===== src/hw/rtl/skx_pkg.sv =====
// Shared types and constants of the splitmix keystream XOR block.
// No dependencies; every other file of the block imports this package.
package skx_pkg;

  // splitmix64 generator constants
  localparam logic [63:0] GOLDEN_GAMMA = 64'h9E37_79B9_7F4A_7C15;
  localparam logic [63:0] MIX_MUL_A    = 64'hBF58_476D_1CE4_E5B9;
  localparam logic [63:0] MIX_MUL_B    = 64'h94D0_49BB_1331_11EB;

  // default depth of the queue between front and back
  localparam int QUEUE_DEPTH_DEF = 4;

  // one classified request as it travels from front to back
  typedef struct packed {
    logic [7:0] data;   // byte to transform
    logic       start;  // first byte of a fragment: reload from seed
    logic       draw;   // byte position 0: a new lane is needed
    logic [2:0] pos;    // lane byte used by this request
  } skx_entry_t;

  // back-end sequencer
  typedef enum logic [2:0] {
    B_IDLE,
    B_LOAD,
    B_MUL1,
    B_MUL2,
    B_EMIT
  } back_state_t;

  // iterative 64-bit multiplier, low half of the product
  typedef enum logic [1:0] {
    MUL_IDLE,
    MUL_LL,
    MUL_LH,
    MUL_HL
  } mul_state_t;

  typedef struct packed {
    logic        start;
    logic [63:0] a;
    logic [63:0] b;
  } mul_req_t;

  typedef struct packed {
    logic        done;
    logic [63:0] result;
  } mul_rsp_t;

endpackage


===== src/hw/rtl/skx_front.sv =====
// Front end: accepts input requests and tags each with its lane byte position.
// Depends on skx_pkg.
module skx_front (
  input  logic               clk,
  input  logic               rst,
  input  logic               s_tvalid,
  output logic               s_tready,
  input  logic [7:0]         s_tdata,   // [7:0] data_byte
  input  logic               s_tuser,   // [0] start_req
  input  logic               q_ready,
  output logic               push,
  output skx_pkg::skx_entry_t push_entry
);
  import skx_pkg::*;

  logic [2:0] pos;
  logic [2:0] cur_pos;

  // take a request whenever the queue has room
  assign s_tready = q_ready;
  assign push     = s_tvalid && q_ready;

  // classify: a start restarts the lane, position 0 draws a lane
  always_comb begin
    cur_pos          = s_tuser ? 3'd0 : pos;
    push_entry.data  = s_tdata;
    push_entry.start = s_tuser;
    push_entry.pos   = cur_pos;
    push_entry.draw  = (cur_pos == 3'd0);
  end

  // advance the byte position on every accepted request
  always_ff @(posedge clk) begin
    if (rst) begin
      pos <= 3'd0;
    end else if (push) begin
      pos <= cur_pos + 3'd1;
    end
  end

endmodule


===== src/hw/rtl/skx_queue.sv =====
// Short request queue between front and back, built from flip-flops.
// Depends on skx_pkg.
module skx_queue #(
  parameter int DEPTH = skx_pkg::QUEUE_DEPTH_DEF
) (
  input  logic                clk,
  input  logic                rst,
  input  logic                push,
  input  skx_pkg::skx_entry_t push_entry,
  output logic                ready,
  input  logic                pop,
  output logic                valid,
  output skx_pkg::skx_entry_t entry
);
  import skx_pkg::*;

  localparam int PW = (DEPTH > 1) ? $clog2(DEPTH) : 1;
  localparam int CW = $clog2(DEPTH + 1);
  localparam logic [PW-1:0] LAST = PW'(DEPTH - 1);
  localparam logic [CW-1:0] FULL = CW'(DEPTH);

  skx_entry_t    mem [DEPTH];
  logic [PW-1:0] wr_ptr;
  logic [PW-1:0] rd_ptr;
  logic [CW-1:0] count;

  assign ready = (count != FULL);
  assign valid = (count != '0);
  assign entry = mem[rd_ptr];

  // store pushed requests
  always_ff @(posedge clk) begin
    if (push) begin
      mem[wr_ptr] <= push_entry;
    end
  end

  // advance pointers and hold the fill count
  always_ff @(posedge clk) begin
    if (rst) begin
      wr_ptr <= '0;
      rd_ptr <= '0;
      count  <= '0;
    end else begin
      if (push) begin
        wr_ptr <= (wr_ptr == LAST) ? '0 : wr_ptr + PW'(1);
      end
      if (pop) begin
        rd_ptr <= (rd_ptr == LAST) ? '0 : rd_ptr + PW'(1);
      end
      if (push && !pop) begin
        count <= count + CW'(1);
      end else if (pop && !push) begin
        count <= count - CW'(1);
      end
    end
  end

  assert property (@(posedge clk) disable iff (rst) count <= FULL)
    else $error("queue fill count beyond depth");
  assert property (@(posedge clk) disable iff (rst) pop |-> count != '0)
    else $error("queue popped while empty");
  assert property (@(posedge clk) disable iff (rst) push |-> count != FULL)
    else $error("queue pushed while full");

endmodule


===== src/hw/rtl/skx_mul64.sv =====
// Iterative multiplier: low 64 bits of a 64x64 product from three 32x32 steps.
// Depends on skx_pkg.
module skx_mul64 (
  input  logic              clk,
  input  logic              rst,
  input  skx_pkg::mul_req_t req,
  output skx_pkg::mul_rsp_t rsp
);
  import skx_pkg::*;

  mul_state_t  state;
  mul_state_t  state_next;
  logic [63:0] a_op;
  logic [63:0] b_op;
  logic [63:0] acc;
  logic [31:0] x_sel;
  logic [31:0] y_sel;
  logic [63:0] prod;
  logic        done;

  // next state
  always_comb begin
    state_next = state;
    unique case (state)
      MUL_IDLE: if (req.start) state_next = MUL_LL;
      MUL_LL:   state_next = MUL_LH;
      MUL_LH:   state_next = MUL_HL;
      MUL_HL:   state_next = MUL_IDLE;
      default:  state_next = MUL_IDLE;
    endcase
  end

  // pick the operand halves for this step
  always_comb begin
    unique case (state)
      MUL_LH: begin
        x_sel = a_op[31:0];
        y_sel = b_op[63:32];
      end
      MUL_HL: begin
        x_sel = a_op[63:32];
        y_sel = b_op[31:0];
      end
      default: begin
        x_sel = a_op[31:0];
        y_sel = b_op[31:0];
      end
    endcase
  end

  assign prod = 64'(x_sel) * 64'(y_sel);

  always_ff @(posedge clk) begin
    if (rst) begin
      state <= MUL_IDLE;
      done  <= 1'b0;
    end else begin
      state <= state_next;
      done  <= (state == MUL_HL);
    end
  end

  // latch operands, then accumulate the partial products
  always_ff @(posedge clk) begin
    if (state == MUL_IDLE && req.start) begin
      a_op <= req.a;
      b_op <= req.b;
    end
    if (state == MUL_LL) begin
      acc <= prod;
    end else if (state == MUL_LH || state == MUL_HL) begin
      acc[63:32] <= acc[63:32] + prod[31:0];
    end
  end

  assign rsp.done   = done;
  assign rsp.result = acc;

  assert property (@(posedge clk) disable iff (rst) done |-> state == MUL_IDLE)
    else $error("multiplier result flagged while busy");

endmodule


===== src/hw/rtl/skx_back.sv =====
// Back end: runs the splitmix64 generator, XORs bytes and holds the output register.
// Depends on skx_pkg; drives the shared skx_mul64 unit.
module skx_back (
  input  logic                clk,
  input  logic                rst,
  input  logic                cfg_wr_en,
  input  logic [63:0]         cfg_wr_data,
  input  logic                q_valid,
  input  skx_pkg::skx_entry_t q_entry,
  output logic                pop,
  output skx_pkg::mul_req_t   mul_req,
  input  skx_pkg::mul_rsp_t   mul_rsp,
  output logic                m_tvalid,
  input  logic                m_tready,
  output logic [7:0]          m_tdata
);
  import skx_pkg::*;

  back_state_t state;
  back_state_t state_next;
  logic [63:0] key_seed;
  logic [63:0] gen_state;
  logic [63:0] lane_word;
  skx_entry_t  cur;
  logic [7:0]  out_byte;

  logic        out_free;
  logic        load_direct;
  logic        load_emit;
  logic [63:0] gen_adv;
  logic [63:0] z0;
  logic [63:0] z1;
  logic [63:0] lane_fin;
  logic [7:0]  lane_byte;

  assign out_free = !m_tvalid || m_tready;

  // generator arithmetic around the multiplier
  always_comb begin
    gen_adv   = (cur.start ? key_seed : gen_state) + GOLDEN_GAMMA;
    z0        = gen_adv ^ (gen_adv >> 30);
    z1        = mul_rsp.result ^ (mul_rsp.result >> 27);
    lane_fin  = mul_rsp.result ^ (mul_rsp.result >> 31);
    lane_byte = lane_word[{q_entry.pos, 3'b000} +: 8];
  end

  // next state
  always_comb begin
    state_next = state;
    unique case (state)
      B_IDLE:  if (q_valid && q_entry.draw) state_next = B_LOAD;
      B_LOAD:  state_next = B_MUL1;
      B_MUL1:  if (mul_rsp.done) state_next = B_MUL2;
      B_MUL2:  if (mul_rsp.done) state_next = B_EMIT;
      B_EMIT:  if (out_free) state_next = B_IDLE;
      default: state_next = B_IDLE;
    endcase
  end

  // sequencer outputs
  always_comb begin
    pop           = 1'b0;
    load_direct   = 1'b0;
    load_emit     = 1'b0;
    mul_req.start = 1'b0;
    mul_req.a     = z1;
    mul_req.b     = MIX_MUL_B;
    unique case (state)
      B_IDLE: begin
        pop         = q_valid && (q_entry.draw || out_free);
        load_direct = q_valid && !q_entry.draw && out_free;
      end
      B_LOAD: begin
        mul_req.start = 1'b1;
        mul_req.a     = z0;
        mul_req.b     = MIX_MUL_A;
      end
      B_MUL1: begin
        mul_req.start = mul_rsp.done;
      end
      B_EMIT: begin
        load_emit = out_free;
      end
      default: begin
      end
    endcase
  end

  // control and generator state
  always_ff @(posedge clk) begin
    if (rst) begin
      state     <= B_IDLE;
      m_tvalid  <= 1'b0;
      key_seed  <= '0;
      gen_state <= '0;
    end else begin
      state <= state_next;
      if (load_direct || load_emit) begin
        m_tvalid <= 1'b1;
      end else if (m_tready) begin
        m_tvalid <= 1'b0;
      end
      if (cfg_wr_en) begin
        key_seed <= cfg_wr_data;
      end
      if (state == B_LOAD) begin
        gen_state <= gen_adv;
      end
    end
  end

  // hold the request being drawn for, the lane and the output byte
  always_ff @(posedge clk) begin
    if (pop && q_entry.draw) begin
      cur <= q_entry;
    end
    if (state == B_MUL2 && mul_rsp.done) begin
      lane_word <= lane_fin;
    end
    if (load_direct) begin
      out_byte <= q_entry.data ^ lane_byte;
    end else if (load_emit) begin
      out_byte <= cur.data ^ lane_word[7:0];
    end
  end

  assign m_tdata = out_byte;

  assert property (@(posedge clk) disable iff (rst)
    mul_rsp.done |-> (state == B_MUL1 || state == B_MUL2))
    else $error("multiplier result arrived with no draw in progress");
  assert property (@(posedge clk) disable iff (rst)
    (pop && q_entry.draw) |=> state == B_LOAD)
    else $error("lane draw request did not start the generator");
  assert property (@(posedge clk) disable iff (rst)
    (state != B_IDLE) |-> !pop)
    else $error("queue popped during a lane draw");

endmodule


===== src/hw/rtl/splitmix_keystream_xor_top.sv =====
// Bytes inside a lane pass through the request queue and the output register; a byte at a lane
// boundary (every eighth byte, or a start byte) also waits for the generator, which runs the two
// 64-bit multiplies of the splitmix64 mix, each three 32x32 steps on one multiplier.
// During a lane draw the back end pops nothing; the queue takes bytes while it has room.
// Reset (synchronous, rst high) clears seed, generator, byte position and queue.
// Top level: front end, request queue, back end and shared multiplier; uses skx_pkg.
module splitmix_keystream_xor_top #(
  parameter int QUEUE_DEPTH = skx_pkg::QUEUE_DEPTH_DEF
) (
  input  logic        clk,
  input  logic        rst,
  input  logic        cfg_wr_en,
  input  logic [63:0] cfg_wr_data,  // key_seed
  input  logic        s_tvalid,
  output logic        s_tready,
  input  logic [7:0]  s_tdata,      // [7:0] data_byte
  input  logic        s_tuser,      // [0] start_req
  output logic        m_tvalid,
  input  logic        m_tready,
  output logic [7:0]  m_tdata       // [7:0] out_byte
);
  import skx_pkg::*;

  logic       push;
  skx_entry_t push_entry;
  logic       q_ready;
  logic       q_valid;
  skx_entry_t q_entry;
  logic       pop;
  mul_req_t   mul_req;
  mul_rsp_t   mul_rsp;

  skx_front u_front (
    .clk        (clk),
    .rst        (rst),
    .s_tvalid   (s_tvalid),
    .s_tready   (s_tready),
    .s_tdata    (s_tdata),
    .s_tuser    (s_tuser),
    .q_ready    (q_ready),
    .push       (push),
    .push_entry (push_entry)
  );

  skx_queue #(
    .DEPTH (QUEUE_DEPTH)
  ) u_queue (
    .clk        (clk),
    .rst        (rst),
    .push       (push),
    .push_entry (push_entry),
    .ready      (q_ready),
    .pop        (pop),
    .valid      (q_valid),
    .entry      (q_entry)
  );

  skx_mul64 u_mul (
    .clk (clk),
    .rst (rst),
    .req (mul_req),
    .rsp (mul_rsp)
  );

  skx_back u_back (
    .clk         (clk),
    .rst         (rst),
    .cfg_wr_en   (cfg_wr_en),
    .cfg_wr_data (cfg_wr_data),
    .q_valid     (q_valid),
    .q_entry     (q_entry),
    .pop         (pop),
    .mul_req     (mul_req),
    .mul_rsp     (mul_rsp),
    .m_tvalid    (m_tvalid),
    .m_tready    (m_tready),
    .m_tdata     (m_tdata)
  );

endmodule

===== config.mk =====
export PLATFORM = sky130hd
export DESIGN_NAME = splitmix_keystream_xor_top
export DESIGN_NICKNAME = d
export VERILOG_FILES = /design/src/hw/rtl/skx_pkg.sv /design/src/hw/rtl/skx_front.sv /design/src/hw/rtl/skx_queue.sv /design/src/hw/rtl/skx_mul64.sv /design/src/hw/rtl/skx_back.sv /design/src/hw/rtl/splitmix_keystream_xor_top.sv
export SDC_FILE = /design/constraint.sdc
export NUM_CORES = 2
export LEC_CHECK = 0
export BUFFER_PORTS_ARGS = -buffer_cell sky130_fd_sc_hd__buf_4
export CORE_MARGIN = 2
export CORE_UTILIZATION = 40
export CTS_BUF_LIST = sky130_fd_sc_hd__clkbuf_4
export CTS_CLUSTER_DIAMETER = 50
export DETAILED_ROUTE_END_ITERATION = 7
export PLACE_DENSITY = 0.66
export RECOVER_POWER = 50
export SETUP_SLACK_MARGIN = 0.1
export SLEW_MARGIN = 20
export SYNTH_ARGS = -nofsm -noshare
export SYNTH_HDL_FRONTEND = slang
export SYNTH_HIERARCHICAL = 1
export SYNTH_SLANG_ARGS = --single-unit

===== constraint.sdc =====
create_clock -name clk -period 17.05 [get_ports clk]
set_input_delay 2.5575 -clock clk [delete_from_list [all_inputs] [get_ports clk]]
set_output_delay 2.5575 -clock clk [all_outputs]
set_load 0.1 [all_outputs]

=== Word level (Yosys, flattened, before mapping) ===
Memory sizes are Yosys's and may differ from the RTL's. A register that Yosys moved wholly into a read port is not among the register bits.
Index checks and enable logic that the tools add are counted.

* Bits in registers: 418
* Memory bits (writable): 52
* Output and inout port bits: 10
* Logic and storage cells: 105
* Memories: 1

{| class="wikitable"
|+ Memory list
! name !! depth !! bits a word !! rd ports !! clocked after Yosys merged registers in !! write ports !! line !! source
|-
| u_queue.mem || 4 || 13 || 1 || 1 || 1 || skx_queue.sv:22 || <nowiki>skx_entry_t mem [DEPTH];</nowiki>
|}

* Add/subtract/negate cells: 7
* Multiply operators: 1
* Eq/ne operators: 15
* Shifts and indexed selects: 1
* Mux-type cells: 30
* Bitwise gates (word level): 5
* Reduce and logical (&&, ||, !) cells: 27

{| class="wikitable"
|+ Operators with widths
! kind !! number
|-
| two-way mux 128 bit || 1
|-
| two-way mux 32 bit || 4
|-
| adder 64 bit (second input constant) || 1
|-
| multiplier 32 x 32 -> 64 bit || 1
|-
| two-way mux 64 bit || 1
|-
| variable part select 64 x 7 -> 8 bit || 1
|-
| bitwise XOR 64 x 33 -> 64 bit || 1
|-
| bitwise XOR 64 x 34 -> 64 bit || 1
|-
| bitwise XOR 64 x 37 -> 64 bit || 1
|-
| adder 32 bit || 1
|-
| two-way mux 3 bit || 7
|-
| two-way mux 8 bit || 2
|-
| bitwise XOR 8 bit || 2
|-
| case mux 3 bit (5 select lines) || 1
|-
| logical AND 1 bit || 10
|-
| two-way mux 2 bit || 5
|-
| equality test 2 bit (second input constant) || 4
|-
| case mux 2 bit (4 select lines) || 1
|-
| nonzero test 2 bit || 4
|-
| two-way mux 1 bit || 7
|-
| adder 3 x 1 -> 3 bit (second input constant) || 2
|-
| equality test 3 x 2 -> 1 bit (second input constant) || 2
|-
| zero test 3 bit || 2
|-
| != test 2 x 1 -> 1 bit (second input constant) || 3
|-
| other kinds (13) || 21
|}

=== Longest topological paths before layout ===
* Depth in word-level cells: 8
* Gate-level depth with buffers: 40

=== Cells and area by module ===
Netlist, hierarchy kept.

{| class="wikitable"
|+ By module, submodules not included
! module !! times used !! cells each !! area each (µm²)
|-
| skx_mul64 || 1 || 4260 || 40959.3
|-
| skx_back || 1 || 1506 || 13685.6
|-
| skx_queue || 1 || 112 || 2323.5
|-
| skx_front || 1 || 29 || 231.5
|}

=== Least setup slack after synthesis ===
No wires, ideal clock.

* Kind: reg2reg
* Start: register u_mul.state[1]
* End: register u_mul.acc[61], data pin
* Setup time: 265 ps
* Arrival: 9603 ps
* Required time: 16785 ps
* Path slack: 7182 ps
* Cell stages (with the launch flop): 37
* Path buffers: 5
* Period minus slack after synthesis: 9868 ps
* Cells stage by stage: dfxtp_1 ha_1 clkbuf_1 clkbuf_1 mux2i_1 clkbuf_1 nor2_1 fa_1 fa_1 inv_1 fa_1 fa_1 fa_1 inv_1 ha_1 inv_1 fa_1 fa_1 inv_1 ha_1 buf_2 and3_1 nand2_1 or4_4 nand2_4 xor2_1 ha_1 clkbuf_1 a41oi_1 o21ai_0 a211o_1 or3_1 o211ai_1 nand3b_1 a211oi_1 nor3_1 or3_1

* Cells in the longest elaborated chain, start to end: 6
* Elaborated cells between the ends (all ways): 9

{| class="wikitable"
|+ Ends and longest elaborated chain
! item !! line !! source
|-
| start, declared || skx_mul64.sv:11 || <nowiki>mul_state_t state;</nowiki>
|-
| start signal, assigned || skx_mul64.sv:58 || <nowiki>state <= state_next;</nowiki>
|-
| equality test 2 bit || skx_mul64.sv:35 || <nowiki>unique case (state)</nowiki>
|-
| two-way mux 32 bit || skx_mul64.sv:35 ||
|-
| multiplier 32 x 32 -> 64 bit (*) || skx_mul64.sv:51 || <nowiki>assign prod = 64'(x_sel) * 64'(y_sel);</nowiki>
|-
| via u_mul.prod[18] || skx_mul64.sv:18 || <nowiki>logic [63:0] prod;</nowiki>
|-
| adder 32 bit (*) || skx_mul64.sv:72 || <nowiki>acc[63:32] <= acc[63:32] + prod[31:0];</nowiki>
|-
| two-way mux 32 bit (*) || skx_mul64.sv:71 || <nowiki>end else if (state == MUL_LH || state == MUL_HL) begin</nowiki>
|-
| two-way mux 32 bit (*) || skx_mul64.sv:69 || <nowiki>if (state == MUL_LL) begin</nowiki>
|-
| end signal, assigned || skx_mul64.sv:70 || <nowiki>acc <= prod;</nowiki>
|-
| end signal, assigned || skx_mul64.sv:72 ||
|-
| end, declared || skx_mul64.sv:15 || <nowiki>logic [63:0] acc;</nowiki>
|}

The timed path passes the listed nets; every way through them passes the cells marked *. The select of a mux whose other input is x is not followed.
A chain may end at the register's enable or synchronous reset.

=== Worst setup path after layout ===
* Start: register u_mul.state[0]
* End: register u_mul.acc[61], data pin

Same word-level chain as after synthesis.

==> flow_results.org <==
** Floorplanning
- Number of placement rows :: about 140
- Floorplan die area :: ~150000 um^2
- In this run the standard cell core region covers around 140000 um^2.
- During I/O placement, the number of pins put on the boundary was 88.
- For this configuration, the core starts out at a cell density of roughly 40%.
- Die height :: roughly 380 um
- Die width :: between 300 and 400 um

** STA
- At the pin with the least slew margin, the transition time is between 4000 and 5000 ps.
- Timing would allow up to between 0.09 and 0.1 GHz.
- The worst path in the final design needs a cycle of around 11000 ps, including I/O delays and setup.
- Sum of negative setup slack :: 0 ps
- Share of the clock period used by the worst path :: 64.6%
- Final number of hold-violating endpoints :: 0
- Total of endpoints with negative setup slack in the final report :: 0
- Between clock sinks in the finished design, the worst skew comes to between 90 and 100 ps.
- Setup repair after global routing left no endpoint under its margin.
- Headroom to the max-slew limit came out at -220%.
- Max-slew violation total from the final report :: around 540

** Clocking
- The H-tree was split into 3 levels.
- For this design, the CTS-stage hold fixing added 0 buffers.
- Clock latency at the later pin of the worst-skew pair :: about 1100 ps
- Deepest clock path buffer count :: 3
- After clock tree synthesis, the clock-pin slew on the worst setup and hold paths is 70 ps.
- The number of clock buffers added by TritonCTS is 118.
- In this run the post-CTS setup repair buffer count came out at 0.
- TritonCTS built the clock tree.
- TritonCTS Sinks :: roughly 470
- Post-cts resize count :: 0
- The tree is rooted in a sky130_fd_sc_hd__clkbuf_4.

** Critical path
- The slowest stage of the critical path is the sky130_fd_sc_hd__buf_4 cell.
- Worst stage delay on the critical path :: 710 ps
- Class of the most critical setup path :: flip-flop to flip-flop
- Buf+Inv Stages, Crit Path :: 7
- In this run the worst path has a maximum fanout of 46.
- The worst setup path is launched from a flip-flop.
- Worst Path Required :: between 15000 and 20000 ps
- Critical Path Most Common Cell :: sky130_fd_sc_hd__fa_1
- Broken down by cell family, the worst path's largest delay share belongs to adder cells.
- The worst setup path is captured at a flip-flop.
- For the worst setup path, the data arrival time is approximately 12000 ps.

** Synthesis
- Total number of yosys warnings :: 6
- Primary flip-flop cell chosen by synthesis mapping :: sky130_fd_sc_hd__edfxtp_1
- The cell count after synthesis came out at about 6000.
- Sequential elements use 22.2% of the synthesized area.
- Yosys mapped the design onto approximately 110 distinct sky130hd cell types.
- Post-synthesis async set-or-reset flop share :: 0%
- Cell area after technology mapping :: around 57000 um^2
- EDFF count, synth :: 325
- Each instance of the synthesized netlist takes up on average 9.68 um^2.
- Number of synthesized register bits :: roughly 470

** Routing
- DRC viols :: 0
- DRC violation total after the first TritonRoute iteration :: approximately 4200
- Routed wire per std cell :: 23.0 um
- For this block, the routed nets add up to 181000 um of wire.
- Before antenna repair, the detailed router went through 6 iterations.
- Across all layers, the routed design uses ~43000 vias.
- Once detail routing completed, the nets flagged for antenna violations numbered 0.
- Using the TritonRoute via totals, the vias-per-cell ratio works out to approximately 5.5.

** Hold path
- Kind of path behind the tightest hold check :: flip-flop to flip-flop

** Global routing
- Wire length of the first global-routing pass :: between 200000 and 300000 um
- Entering global routing, the biggest net connects 84 pins.
- Vias in the first global route :: 44500
- Number of antenna violations at the first check in global routing :: 9
- Global router's overall resource usage :: between 20% and 30%
- The total overflow left after global routing is 0.

** Final layout
- In the layout the commonest cells are 902 x sky130_fd_sc_hd__inv_1, 898 x sky130_fd_sc_hd__fa_1, 879 x sky130_fd_sc_hd__nand2_1.
- Area delta synth->final :: 6.60%
- At the end of the flow, the number of nets in the layout was 7157.
- Finished Core Util :: around 43%
- Proportion of layout cells with a drive suffix above 1 :: between 8 and 9%
- Most common library cell in the layout ignoring fill and taps :: sky130_fd_sc_hd__inv_1

** Job
- Reported max-cap violation count :: 9

** Placed design
- Summed over all nets, the half-perimeter wirelength after detailed placement is 141000 um.
- Count of input and output buffers :: 87
- Routability-driven placement finished with a final weighted congestion of between 0.9 and 1.

** Status
- The run finished, with violations left.
- Violated checks :: capacitance limit, slew limit
path summary, 6_finish.rpt:
check                                           from                   end  slack, ps  cells past startpoint
worst max register to register        u_mul/state[0]         u_mul/acc[61]       6040                     35
worst max-delay path                  u_mul/state[0]         u_mul/acc[61]       6040                     35
worst min register to register  u_back/gen_state[60]  u_back/gen_state[60]        460                      2
worst min-delay path            u_back/gen_state[60]  u_back/gen_state[60]        460                      2
through the flow:
stage          hold slack (ps)  std cells  worst slack [ps]  instance area (um^2)
2_1_floorplan              436       5938              7180                 57300
3_3_place_gp               442       7644              6470                 59400
3_5_place_dp               449       7644              6260                 59400
4_1_cts                    457       7861              6210                 61000
5_1_grt                    483       7867              5600                 61000
6_report                   456       7870              6040                 61000
metal layers:
layer	track usage [%]	share of wire, %	up-vias
met5	0	0.0039	-
met2	38.6	45	2029
met4	11.3	5.0	2
met3	5.70	9.9	399
li1	-	-	18800
met1	33.4	40	21800
sequential cells by signal, summed over array words and instances (netlist names), 8 cells and up, named ones only:
| signal | cells |
|---|---|
| u_queue/mem | 52 |
| u_back/key_seed | 64 |
| u_back/lane_word | 64 |
| u_mul/b_op | 64 |
| u_back/cur | 9 |
| u_mul/acc | 64 |
| u_mul/a_op | 64 |
| u_back/gen_state | 64 |
| u_back/m_tdata | 8 |
synthesized netlist by cell type, types with 87 or more instances:
cell type,instances,area [um^2]
sky130_fd_sc_hd__ha_1,307,3840
sky130_fd_sc_hd__mux2_2,87,980
sky130_fd_sc_hd__fa_1,898,18000
sky130_fd_sc_hd__xnor2_1,119,1040
sky130_fd_sc_hd__xor2_1,120,1050
sky130_fd_sc_hd__inv_1,902,3390
sky130_fd_sc_hd__o21ai_0,99,495
sky130_fd_sc_hd__mux2i_1,191,1910
sky130_fd_sc_hd__nor2_1,610,2290
sky130_fd_sc_hd__nand2_1,879,3300
sky130_fd_sc_hd__dfxtp_1,147,2940
sky130_fd_sc_hd__clkbuf_1,223,837
sky130_fd_sc_hd__a21oi_1,198,991
sky130_fd_sc_hd__edfxtp_1,325,9760
cells by family after synthesis:
kind of cell,Yosys count,synth area share [%]
AOI/OAI and AO/OA,628,7.38
xor gates and xnor gates,244,3.85
adders and majority gates,1205,38.1
buffers and inverters,1256,8.94
DFF,472,22.2
muxes,310,6.28
other,2,0.0131
and+or+nand+nor,1790,13.2
worst reg2reg max path, delay by kind of cell (launching register included):
| family | cells | cell delay [ps] |
|---|---|---|
| fa+ha+maj | 11 | 4740 |
| flops | 1 | 350 |
| simple gates | 10 | 2340 |
| compound gates | 5 | 1070 |
| xor+xnor | 1 | 340 |
| mux | 1 | 720 |
| buf+inv | 7 | 1170 |
area by class of cell:
| type | instances | area (um^2) |
|---|---|---|
| Fill cell | 13600 | 80800 |
| Timing Repair Buffer | 169 | 1200 |
| Clock inverter | 54 | 414 |
| Multi-Input combinational cell | 4210 | 39700 |
| Antenna cell | 9 | 22.5 |
| Tap cell | 1890 | 2360 |
| Clock buffer | 163 | 1220 |
| Sequential cell | 472 | 12700 |
| Inverter | 903 | 3390 |
Power is not shown: default switching activity piles up to over one toggle a cycle in this logic, so the estimate is an artifact.
